### config.mk
export PLATFORM = sky130hd
export DESIGN_NAME = content_length_deframer_core
export DESIGN_NICKNAME = d
export VERILOG_FILES = /design/src/rtl/cld_pkg.sv /design/src/rtl/content_length_deframer_core.sv
export SDC_FILE = /design/constraint.sdc
export NUM_CORES = 1
export LEC_CHECK = 0
export BUFFER_PORTS_ARGS = -buffer_cell sky130_fd_sc_hd__buf_4
export CORE_ASPECT_RATIO = 0.75
export CORE_MARGIN = 1
export CORE_UTILIZATION = 38
export CTS_BUF_LIST = sky130_fd_sc_hd__clkbuf_2 sky130_fd_sc_hd__clkbuf_4 sky130_fd_sc_hd__clkbuf_8
export DETAILED_ROUTE_END_ITERATION = 10
export GPL_TIMING_DRIVEN = 0
export PLACE_DENSITY = 0.58
export REMOVE_ABC_BUFFERS = 1
export SYNTH_ARGS = -nofsm -noshare
export SYNTH_HDL_FRONTEND = slang
export SYNTH_SLANG_ARGS = --single-unit
### constraint.sdc
create_clock -name clk -period 8.5 [get_ports clk]
set_input_delay 1.7 -clock clk [delete_from_list [all_inputs] [get_ports clk]]
set_output_delay 1.7 -clock clk [all_outputs]
set_load 0.01 [all_outputs]
### src/rtl/cld_pkg.sv
// ----------------------------------------------------------------------------
// cld_pkg
// Shared constants for the content-length deframer: character codes, the
// header key text and the result status codes.
// ----------------------------------------------------------------------------
package cld_pkg;

	// Number of bytes in the "Content-Length:" key.
	localparam logic [3:0] PREFIX_LEN = 4'd15;

	// Character codes used by the line parser.
	localparam logic [7:0] CHAR_CR    = 8'h0D;
	localparam logic [7:0] CHAR_LF    = 8'h0A;
	localparam logic [7:0] CHAR_SPACE = 8'h20;
	localparam logic [7:0] CHAR_TAB   = 8'h09;
	localparam logic [7:0] CHAR_PLUS  = 8'h2B;
	localparam logic [7:0] CHAR_MINUS = 8'h2D;
	localparam logic [7:0] CHAR_ZERO  = 8'h30;
	localparam logic [7:0] CHAR_NINE  = 8'h39;

	// Result status codes.
	localparam logic [1:0] ST_BODY     = 2'd0;
	localparam logic [1:0] ST_CLOSED   = 2'd1;
	localparam logic [1:0] ST_BAD_LEN  = 2'd2;
	localparam logic [1:0] ST_TOO_LONG = 2'd3;

	// Message phase codes; the spare code behaves as the header phase.
	localparam logic [1:0] PH_HEADER = 2'd0;
	localparam logic [1:0] PH_CR     = 2'd1;
	localparam logic [1:0] PH_BODY   = 2'd2;

	// Number parser phase codes.
	localparam logic [1:0] NP_SKIP   = 2'd0;
	localparam logic [1:0] NP_SIGN   = 2'd1;
	localparam logic [1:0] NP_DIGITS = 2'd2;
	localparam logic [1:0] NP_DONE   = 2'd3;

	// Byte of the header key at a given position.
	function automatic logic [7:0] key_char(input logic [3:0] idx);
		logic [7:0] c;
		case (idx)
			4'd0:    c = "C";
			4'd1:    c = "o";
			4'd2:    c = "n";
			4'd3:    c = "t";
			4'd4:    c = "e";
			4'd5:    c = "n";
			4'd6:    c = "t";
			4'd7:    c = "-";
			4'd8:    c = "L";
			4'd9:    c = "e";
			4'd10:   c = "n";
			4'd11:   c = "g";
			4'd12:   c = "t";
			4'd13:   c = "h";
			4'd14:   c = ":";
			default: c = 8'h00;
		endcase
		return c;
	endfunction

endpackage

### src/rtl/content_length_deframer_core.sv
// ----------------------------------------------------------------------------
// content_length_deframer_core
// A request accepted into the input stage register has its result driven
// from the result register. Throughput: one input byte per cycle, set by the
// single parse stage, while no result waits on a stalled output.
// Reset: asynchronous, clears to the start of a header with no length seen
// and max_body_length at 1048576 (truncated to LENGTH_WIDTH bits).
// Recovers message bodies from a byte stream of CR LF terminated header
// lines, an empty line and a body whose size a Content-Length line gives.
// ----------------------------------------------------------------------------
module content_length_deframer_core #(
	parameter int LENGTH_WIDTH = 24
) (
	input  logic                    clk,
	input  logic                    arst_n,
	input  logic                    in_valid,
	output logic                    in_ready,
	input  logic [7:0]              data_byte,
	input  logic                    stream_closed,
	output logic                    out_valid,
	input  logic                    out_ready,
	output logic [7:0]              body_byte,
	output logic                    last_of_body,
	output logic [1:0]              status,
	input  logic                    cfg_valid,
	output logic                    cfg_ready,
	input  logic [LENGTH_WIDTH-1:0] max_body_length
);
	import cld_pkg::*;

	localparam int LW = LENGTH_WIDTH;
	localparam logic [LW-1:0] MAX_RESET = LW'(64'd1048576);

	// Per-line parser state.
	typedef struct packed {
		logic [3:0]  pos;
		logic        pm;
		logic [1:0]  np;
		logic        neg;
		logic [LW:0] val;
	} line_t;

	localparam line_t LINE_CLEAR = '{pos: 4'd0, pm: 1'b1, np: NP_SKIP, neg: 1'b0,
		val: '0};

	// Feeds one byte into the current header line.
	function automatic line_t add_to_line(input line_t ls, input logic [7:0] b);
		line_t         r;
		logic          is_digit;
		logic          is_ws;
		logic [LW+4:0] prod;
		r = ls;
		is_digit = (b >= CHAR_ZERO) && (b <= CHAR_NINE);
		is_ws = (b == CHAR_SPACE) || ((b >= CHAR_TAB) && (b <= CHAR_CR));
		prod = ({4'b0, ls.val} << 3) + ({4'b0, ls.val} << 1)
			+ (LW+5)'(b[3:0]);
		if (ls.pos < PREFIX_LEN) begin
			if (b != key_char(ls.pos))
				r.pm = 1'b0;
			r.pos = 4'(ls.pos + 4'd1);
		end else if (ls.pm) begin
			case (ls.np)
				NP_SKIP: begin
					if (is_ws) begin
						r.np = NP_SKIP;
					end else if (b == CHAR_PLUS) begin
						r.np = NP_SIGN;
					end else if (b == CHAR_MINUS) begin
						r.neg = 1'b1;
						r.np = NP_SIGN;
					end else if (is_digit) begin
						r.val = (prod[LW+4:LW+1] != 4'd0) ? '1 : prod[LW:0];
						r.np = NP_DIGITS;
					end else begin
						r.np = NP_DONE;
					end
				end
				NP_SIGN, NP_DIGITS: begin
					if (is_digit) begin
						r.val = (prod[LW+4:LW+1] != 4'd0) ? '1 : prod[LW:0];
						r.np = NP_DIGITS;
					end else begin
						r.np = NP_DONE;
					end
				end
				default: r.np = NP_DONE;
			endcase
		end
		return r;
	endfunction

	// Input stage register.
	logic       valid_s1;
	logic [7:0] data_s1;
	logic       closed_s1;

	// Parser and message state.
	logic [1:0]    phase_q;
	line_t         line_q;
	logic          decl_neg_q;
	logic [LW:0]   decl_mag_q;
	logic [LW-1:0] body_rem_q;
	logic [LW-1:0] max_len_q;

	// Result register.
	logic       out_valid_q;
	logic [7:0] body_byte_q;
	logic       last_q;
	logic [1:0] status_q;

	// Next-state values.
	logic [1:0]    phase_d;
	line_t         line_d;
	logic          decl_neg_d;
	logic [LW:0]   decl_mag_d;
	logic [LW-1:0] body_rem_d;
	logic          res_has;
	logic [7:0]    res_byte;
	logic          res_last;
	logic [1:0]    res_status;
	logic          s1_adv;

	// Parse step for the byte held in the input stage.
	always_comb begin
		phase_d    = phase_q;
		line_d     = line_q;
		decl_neg_d = decl_neg_q;
		decl_mag_d = decl_mag_q;
		body_rem_d = body_rem_q;
		res_has    = 1'b0;
		res_byte   = 8'h00;
		res_last   = 1'b0;
		res_status = ST_BODY;
		if (closed_s1) begin
			res_has    = 1'b1;
			res_status = ST_CLOSED;
			phase_d    = PH_HEADER;
			line_d     = LINE_CLEAR;
			decl_neg_d = 1'b1;
			decl_mag_d = (LW+1)'(1);
			body_rem_d = '0;
		end else if (phase_q == PH_BODY) begin
			res_has  = 1'b1;
			res_byte = data_s1;
			res_last = (body_rem_q <= LW'(1));
			if (res_last) begin
				phase_d    = PH_HEADER;
				line_d     = LINE_CLEAR;
				decl_neg_d = 1'b1;
				decl_mag_d = (LW+1)'(1);
				body_rem_d = '0;
			end else begin
				body_rem_d = body_rem_q - LW'(1);
			end
		end else if (phase_q == PH_CR) begin
			phase_d = PH_HEADER;
			if (data_s1 == CHAR_LF) begin
				if (line_q.pos == 4'd0) begin
					// Empty line: check the declared length, then start the body or report an error.
					if (decl_neg_q || (decl_mag_q == '0) ||
						(decl_mag_q > {1'b0, max_len_q})) begin
						res_has    = 1'b1;
						res_status = (decl_neg_q || (decl_mag_q == '0)) ?
							ST_BAD_LEN : ST_TOO_LONG;
						line_d     = LINE_CLEAR;
						decl_neg_d = 1'b1;
						decl_mag_d = (LW+1)'(1);
						body_rem_d = '0;
					end else begin
						line_d     = LINE_CLEAR;
						body_rem_d = decl_mag_q[LW-1:0];
						phase_d    = PH_BODY;
					end
				end else begin
					// End of a header line: a key line updates the length.
					if ((line_q.pos == PREFIX_LEN) && line_q.pm) begin
						decl_neg_d = line_q.neg;
						decl_mag_d = line_q.val;
					end
					line_d = LINE_CLEAR;
				end
			end else begin
				line_d = add_to_line(add_to_line(line_q, CHAR_CR), data_s1);
			end
		end else begin
			phase_d = PH_HEADER;
			if (data_s1 == CHAR_CR)
				phase_d = PH_CR;
			else
				line_d = add_to_line(line_q, data_s1);
		end
	end

	// The stage moves on unless it holds a result and the output is full.
	assign s1_adv   = valid_s1 && (!res_has || !out_valid_q || out_ready);
	assign in_ready = !valid_s1 || s1_adv;

	// Input stage.
	always_ff @(posedge clk or negedge arst_n) begin
		if (!arst_n) begin
			valid_s1 <= 1'b0;
		end else if (in_ready) begin
			valid_s1 <= in_valid;
		end
	end

	always_ff @(posedge clk) begin
		if (in_valid && in_ready) begin
			data_s1   <= data_byte;
			closed_s1 <= stream_closed;
		end
	end

	// Parser state and configuration register.
	always_ff @(posedge clk or negedge arst_n) begin
		if (!arst_n) begin
			phase_q    <= PH_HEADER;
			line_q     <= LINE_CLEAR;
			decl_neg_q <= 1'b1;
			decl_mag_q <= (LW+1)'(1);
			body_rem_q <= '0;
			max_len_q  <= MAX_RESET;
		end else begin
			if (s1_adv) begin
				phase_q    <= phase_d;
				line_q     <= line_d;
				decl_neg_q <= decl_neg_d;
				decl_mag_q <= decl_mag_d;
				body_rem_q <= body_rem_d;
			end
			if (cfg_valid)
				max_len_q <= max_body_length;
		end
	end

	// Result register.
	always_ff @(posedge clk or negedge arst_n) begin
		if (!arst_n) begin
			out_valid_q <= 1'b0;
		end else if (s1_adv && res_has) begin
			out_valid_q <= 1'b1;
		end else if (out_ready) begin
			out_valid_q <= 1'b0;
		end
	end

	always_ff @(posedge clk) begin
		if (s1_adv && res_has) begin
			body_byte_q <= res_byte;
			last_q      <= res_last;
			status_q    <= res_status;
		end
	end

	assign out_valid    = out_valid_q;
	assign body_byte    = body_byte_q;
	assign last_of_body = last_q;
	assign status       = status_q;
	assign cfg_ready    = 1'b1;

`ifndef SYNTH
	// Only body results may carry the end-of-body mark.
	a_last_is_body: assert property (@(posedge clk) disable iff (!arst_n)
		out_valid && last_of_body |-> status == ST_BODY)
		else $error("last_of_body set on an error result");

	// Error results carry a zero byte and no mark.
	a_err_zero: assert property (@(posedge clk) disable iff (!arst_n)
		out_valid && status != ST_BODY |-> body_byte == 8'h00 && !last_of_body)
		else $error("error result with nonzero payload");

	// The input stage stalls only behind a full, unaccepted output.
	a_stall_cause: assert property (@(posedge clk) disable iff (!arst_n)
		valid_s1 && !s1_adv |-> out_valid_q && !out_ready)
		else $error("input stage stalled without output back-pressure");

	// While in the body there is always at least one byte left.
	a_body_count: assert property (@(posedge clk) disable iff (!arst_n)
		phase_q == PH_BODY |-> body_rem_q != '0)
		else $error("body phase with zero bytes remaining");
`endif

endmodule

==> out/metrics.cfg, run 1 <==
[run_status]
status = completed

[final_layout]
area_growth_syn_to_layout_pct = 11.2
drive_gt1_share_pct = 10.5
final_core_util_pct = 43.5
fin_nets = 1278
antennaDiodeCount = 0
final_cells = 1499

[global_route]
grt.total_usage_pct = 20.5
grt_pass1_vias = 7751
overflow = 0
antenna_found_initial = 0
grt_max_degree = 64
grt_pass1_wl_um = 43200

[placement]
port_buffers = 50
placed_cells = 1467
pre_cts_ws_ns = 3.68
dpl.hpwl_um = 20000
gp_congestion = 0.890

[sta]
fmax_ghz = 0.206
worst_pin_slew_ns = 1.20
finalMaxSlewViolations = 0
worst_slack_ns = 3.64
rsz0062_at_grt = false
finalCritPeriodShare_pct = 57.2
setup_viol_count_final = 0
hold_viol = 0
fin_tns_setup_ns = 0
worst_clock_skew_ns = 0.0143
slew_headroom_pct = 19.7
fin_crit_ns = 4.86

[pwr]
swShare_pct = 39.7
vdd_drop_max_mv = 0.0906
switchingPower_mw = 0.920
combPwrFrac_pct = 38.0
leakagePower_nw = 4.87
pwr-share-clk_pct = 26.3
power_density_mw_per_mm2 = 211
p_int_mw = 1.40
p_seq_share_pct = 35.7

[job]
cap_violations = 0

[clock_tree]
cts_buffers = 17
cts_resized = 0
tritoncts = yes
cts_max_level = 4
clk_latency_ns = 0.47
clock_path_buffers = 2
cts-hold-fix-buffers = 0
clk_pin_slew_worst_paths_ns = 0.08
cts_setup_buffers = 0
root_buffer = clkbuf_8
clock-sinks = 131

[critical_path]
cp-end-kind = flip-flop
crit_arrival_ns = 5.15
required_ns = 8.79
worst_setup_path_start_kind = flip-flop
rrSetupSlack_ns = 3.64
worst-path-max-fanout = 17
ff2ff_path_depth = 10
crit_type = reg -> reg

[floorplanning]
design.die.area_mm2 = 0.0266
core_area_mm2 = 0.0252
die_width_um = 188
dieHeight_um = 142
ios = 52
initial_utilization_pct = 39.2
rows = 50

[min_path]
whs_path_depth = 1
hp-class = reg -> reg

[synth]
yosysWarnings = 0
yosys.area.top_type_share_pct = 27.1
synthTopCellsByArea = dfrtp_1, ha_1, edfxtp_1
avgSynthCellArea_um2 = 8.74
ys_seq_area_share_pct = 34.3
yosysMostFrequentCell = dfrtp_1
synth_area_mm2 = 0.00987
synthCells = 1130
async_reset_ff_share_pct = 84.7
synth_flop_cell = dfrtp_1
yosysTopAreaCell = dfrtp_1
synth_common_cells = dfrtp_1, nand2_1, ha_1, o21ai_0
synthDistinctLibCells = 94
synth_edf_count = 20
ys_ff_latch = 131

[routing]
num_vias = 8423
ant_nets = 0
routedWlPerCell_um = 17.6
met1Wirelength_um = 14300
wl_met2_um = 10400
dr_wl_met3_um = 1470
top_layer_used = met4
drcViolationCount = 0
viasPerCell = 5.62
firstDrtPassIters = 5
drt_iter0_drc = 780
routed_wl_um = 26400

## flip-flops by register name, indices dropped and copies added (netlist names)
signal	cells
body_byte	8
body_rem_q	24
closed_s1	1
data_s1	8
decl_mag_q	25
decl_neg_q	1
last_of_body	1
line_q	33
max_len_q	24
out_valid	1
phase_q	2
status	2
valid_s1	1
## final timing paths
kind,startpoint,end
setup / recovery,data_s1[3]$_DFFE_PP_,line_q[16]$_DFFE_PN0P_
hold / removal,line_q[25]$_DFFE_PN0P_,line_q[25]$_DFFE_PN0P_
setup reg to reg,data_s1[3]$_DFFE_PP_,line_q[16]$_DFFE_PN0P_
hold reg to reg,line_q[25]$_DFFE_PN0P_,line_q[25]$_DFFE_PN0P_
max in group asynchronous,arst_n,decl_neg_q$_DFFE_PN1P_
min in group asynchronous,arst_n,body_rem_q[3]$_DFFE_PN0P_
## per-layer routing
layer	up-vias	global-route usage, %
met5	-	0
met4	0	4.45
met3	16	3.17
met2	216	27.3
met1	4031	33.6
li1	4160	-
## power by group through the flow
stage                     logic [mW]  clock network, mW  registers [mW]
after global placement         0.850                  0           0.836
after floorplan                0.648                  0           0.792
after global routing           0.992              0.651           0.840
after CTS                      0.873              0.620           0.824
after detailed placement       0.870                  0           0.836
final                          0.880              0.609           0.826
## final cells by class
| cell class | instances | area [um2] |
|---|---|---|
| fillers | 2533 | 14200 |
| multi-input cells | 858 | 5930 |
| flip-flops and latches | 131 | 3380 |
| repair buffers | 54 | 464 |
| well taps | 338 | 423 |
| inverters | 86 | 323 |
| clock buffers | 18 | 241 |
| clock inverters | 14 | 210 |
## critical path: stages, from the launching register on
cell and delay, ns:
edfxtp_1 0.64, fa_1 0.62, fa_1 0.49, a211oi_1 0.34, o21ai_1 0.22, a21oi_1 0.33
o211ai_1 0.26, a41oi_2 0.43, o21ai_2 0.29, nor3_2 0.88, a21oi_1 0.17
## cells in the final DEF (no fill, tap or decap), types with 24 or more instances in the layout
cell,n
ha_1,90
mux2i_1,30
buf_4,49
nand3_1,24
nor3_1,26
nand2_1,103
inv_1,86
nor2_1,79
dfrtp_1,107
o21ai_0,88
a21oi_1,85
## cell families after synthesis
logic type      share of synthesized area [%]
mux                                      3.61
other cells                            0.0380
flops                                    34.3
compound gates                           21.9
xor+xnor                                 3.19
simple gates                             19.2
fa+ha+maj                                11.8
buf+inv                                  6.03
## per-stage QoR
step / hold WS, ns / total power [mW] / instance area [um2]
after floorplan: 0.453 / 1.44 / 9600
after global placement: 0.472 / 1.69 / 10400
after detailed placement: 0.477 / 1.71 / 10500
after CTS: 0.499 / 2.32 / 11000
after global routing: 0.511 / 2.48 / 11000
final: 0.502 / 2.32 / 11000
No activity file was read; power rests on OpenSTA's default activity.
==> run 2, diff against run 1 <==
ABC_AREA = 1   (was not set)
clock period = 4.57 ns   (was 8.5 ns; I/O delays follow)
==> run 2 against run 1 <==
Effect of this change:
- highest routed layer unchanged
- critical path type unchanged
- worst hold slack lost 0.19 ns
- clock skew grew 0.0061 ns
- die area grew 8.4%
- non-clock buffer count grew 1
- critical path depth grew 4
- sequential share of layout area shrank 2.1 points
- largest cell class unchanged
- synthesized cell count grew 41%
- setup slack lost 3.2 ns
- total power grew 53%
- synthesized area grew 8.5%
==> out/metrics.cfg, run 2 <==
[run_status]
status = completed

[clock_tree]
clk_pin_slew_worst_paths_ns = 0.09  ; about the same
root_buffer = clkbuf_8
clock_path_buffers = 2  ; unchanged
clk_latency_ns = 0.48  ; about the same
cts_setup_buffers = 0  ; unchanged
cts_buffers = 17  ; unchanged
tritoncts = yes
cts_max_level = 4  ; unchanged
cts_resized = 0  ; unchanged
cts-hold-fix-buffers = 0  ; unchanged
clock-sinks = 131  ; unchanged

[floorplanning]
dieHeight_um = 147  ; +4.1%
core_area_mm2 = 0.0273  ; +8.4%
initial_utilization_pct = 39.2  ; +0.047 points
ios = 52  ; unchanged
design.die.area_mm2 = 0.0289  ; +8.4%
die_width_um = 196  ; +4.1%
rows = 52  ; +4.0%

[synth]
synth_area_mm2 = 0.0107  ; +8.5%
synth_common_cells = nand2_1, inv_1, nor2_1, nand3_1, dfrtp_1
async_reset_ff_share_pct = 84.7  ; unchanged
yosys.area.top_type_share_pct = 25.0  ; -2.1 points
yosysWarnings = 0  ; unchanged
avgSynthCellArea_um2 = 6.73  ; -23%
synthCells = 1591  ; +41%
synth_edf_count = 20  ; unchanged
ys_ff_latch = 131  ; unchanged
synthTopCellsByArea = dfrtp_1, nand2_1, ha_1
synth_flop_cell = dfrtp_1
yosysMostFrequentCell = nand2_1
yosysTopAreaCell = dfrtp_1
ys_seq_area_share_pct = 31.6  ; -2.7 points
synthDistinctLibCells = 52  ; -45%

[final_layout]
seq_area_mm2 = 0.00338  ; unchanged
largest_register_ffs = 33  ; unchanged
fill_cells = 2908  ; +15%
largestRegisters = line_q: 33 flops, decl_mag_q: 25 flops
fin_nets = 1747  ; +37%
area_growth_syn_to_layout_pct = 9.88
multi_input_area_mm2 = 0.00642  ; +8.3%
final_common_cell = nand2_1
antennaDiodeCount = 0  ; unchanged
largest-register = line_q
mostFrequentLayoutCells = nand2_1, inv_1, nor2_1
drive_gt1_share_pct = 7.73  ; -2.8 points

[global_route]
grt_max_degree = 85  ; +33%
grt.total_usage_pct = 21.9  ; +1.4 points
grt_pass1_wl_um = 50200  ; +16%
grt_pass1_vias = 9262  ; +19%
antenna_found_initial = 0  ; unchanged
overflow = 0  ; unchanged

[routing]
routed_wl_um = 30700  ; +16%
drcViolationCount = 0  ; unchanged
firstDrtPassIters = 5  ; unchanged
ant_nets = 0  ; unchanged
routedWlPerCell_um = 15.5  ; -12%
num_vias = 10371  ; +23%
drt_iter0_drc = 831  ; +6.5%
viasPerCell = 5.24  ; -6.8%

[placement]
gp_congestion = 0.913  ; +2.6%
dpl.hpwl_um = 23400  ; +17%
pre_cts_ws_ns = 0.546  ; -3.14 ns
port_buffers = 50  ; unchanged

[critical_path]
required_ns = 4.98  ; -3.81 ns
regToRegStartpoint = line_q[29]$_DFFE_PN0P_
worst-path-max-fanout = 25  ; +8
crit_arrival_ns = 4.51  ; -0.64 ns
r2r_end = line_q[12]$_DFFE_PN0P_
crit_type = reg -> reg
rrSetupSlack_ns = 0.47  ; -3.17 ns
cp-end-kind = flip-flop
worst_setup_path_start_kind = flip-flop
ff2ff_path_depth = 14  ; +4

[sta]
hold_viol = 0  ; unchanged
finalCritPeriodShare_pct = 89.8  ; +33 points
worst_clock_skew_ns = 0.0204  ; +0.00610 ns
finalMaxSlewViolations = 0  ; unchanged
fin_crit_ns = 4.10  ; -0.758 ns
worst_slack_ns = 0.466  ; -3.17 ns
worst_pin_slew_ns = 1.08  ; -0.121 ns
slew_headroom_pct = 27.7  ; +8.0 points
holdWs_ns = 0.312  ; -0.190 ns
rsz0062_at_grt = false
setup_viol_count_final = 0  ; unchanged
fmax_ghz = 0.244  ; +18%

[min_path]
hp-class = in -> async

[pwr]
power_density_mw_per_mm2 = 301  ; +43%
leakagePower_nw = 6.28  ; +29%
vdd_drop_max_mv = 0.200  ; +120%
p_total_mw = 3.55  ; +53%

[job]
cap_violations = 0  ; unchanged

## run 2: changes by cell type after synthesis, moves of 19 or more
cell     change
nor2_1      +70
nand2_1    +382
a21oi_1     -32
inv_1       +83
o21ai_1     +19
nand4_1     +40
mux2i_1     -30
nand3_1    +121
## run 2: through the flow
stage / cells / util, % / TNS [ns] / cell area, um2
2_1_floorplan: 1542 / - / -11.13 / 10500
3_3_place_gp: 1943 / 41.4 / -137.94 / 11300
3_5_place_dp: 1948 / 41.8 / 0 / 11400
4_1_cts: 1980 / 43.1 / 0 / 11800
5_1_grt: 1980 / 43.1 / 0 / 11800
6_report: 1980 / 43.1 / 0 / 11800
## run 2: final cells by class
| class | instances | area share [%] |
|---|---|---|
| timing repair buffer | 55 | 4.05 |
| sequential | 131 | 28.7 |
| clock inverter | 6 | 0.287 |
| inverter | 188 | 6.00 |
| clock buffer | 26 | 2.62 |
| tap | 351 | 3.73 |
| multi-input combinational | 1223 | 54.6 |
## run 2: worst max path at each step
stage	start	cells after the start	end
after floorplan	max_len_q[20]$_DFFE_PN1P_	15	body_rem_q[0]$_DFFE_PN0P_
after detailed placement	line_q[29]$_DFFE_PN0P_	14	line_q[19]$_DFFE_PN0P_
after CTS	line_q[29]$_DFFE_PN0P_	14	line_q[12]$_DFFE_PN0P_
after global routing	line_q[29]$_DFFE_PN0P_	14	line_q[11]$_DFFE_PN0P_
after global placement	decl_mag_q[12]$_DFFE_PN0P_	17	body_rem_q[15]$_DFFE_PN0P_
final	line_q[29]$_DFFE_PN0P_	14	line_q[12]$_DFFE_PN0P_
## run 2: logic make-up after synthesis
kind of cell             count (synthesis)  synth area share [%]
AO/OA/AOI/OAI                          208                  10.4
XOR/XNOR                                33                  2.70
adder cells (fa/ha/maj)                 93                  11.0
buffers and inverters                  237                  8.67
flip-flops                             131                  31.6
multiplexers                             1                 0.105
other                                    1                0.0350
AND/OR/NAND/NOR                        887                  35.5
## run 2: power by group
part	total (mW)	switching (mW)	internal (mW)
clock	0.908	0.474	0.433
combinational	1.24	0.804	0.432
sequential	1.40	0.120	1.28
total	3.55	1.40	2.15
## run 2: worst max-delay path, stage by stage (launching register included)
cell,delay [ns]
dfrtp_1,0.58
ha_1,0.34
inv_1,0.06
nor2_1,0.39
nand2_1,0.31
a21oi_1,0.31
inv_1,0.07
ha_1,0.33
o21ai_0,0.19
nand2_1,0.55
inv_1,0.54
o21ai_0,0.16
nand2_1,0.10
nand2_1,0.05
nand2_1,0.05
## run 2: metal layers
layer | part of all wire [%] | vias up | GRT usage [%]
met3 | 5.2 | 25 | 3.45
met2 | 40 | 287 | 30.4
met5 | 0 | - | 0
met4 | 1.1 | 0 | 5.43
met1 | 53 | 4796 | 34.7
li1 | - | 5263 | -
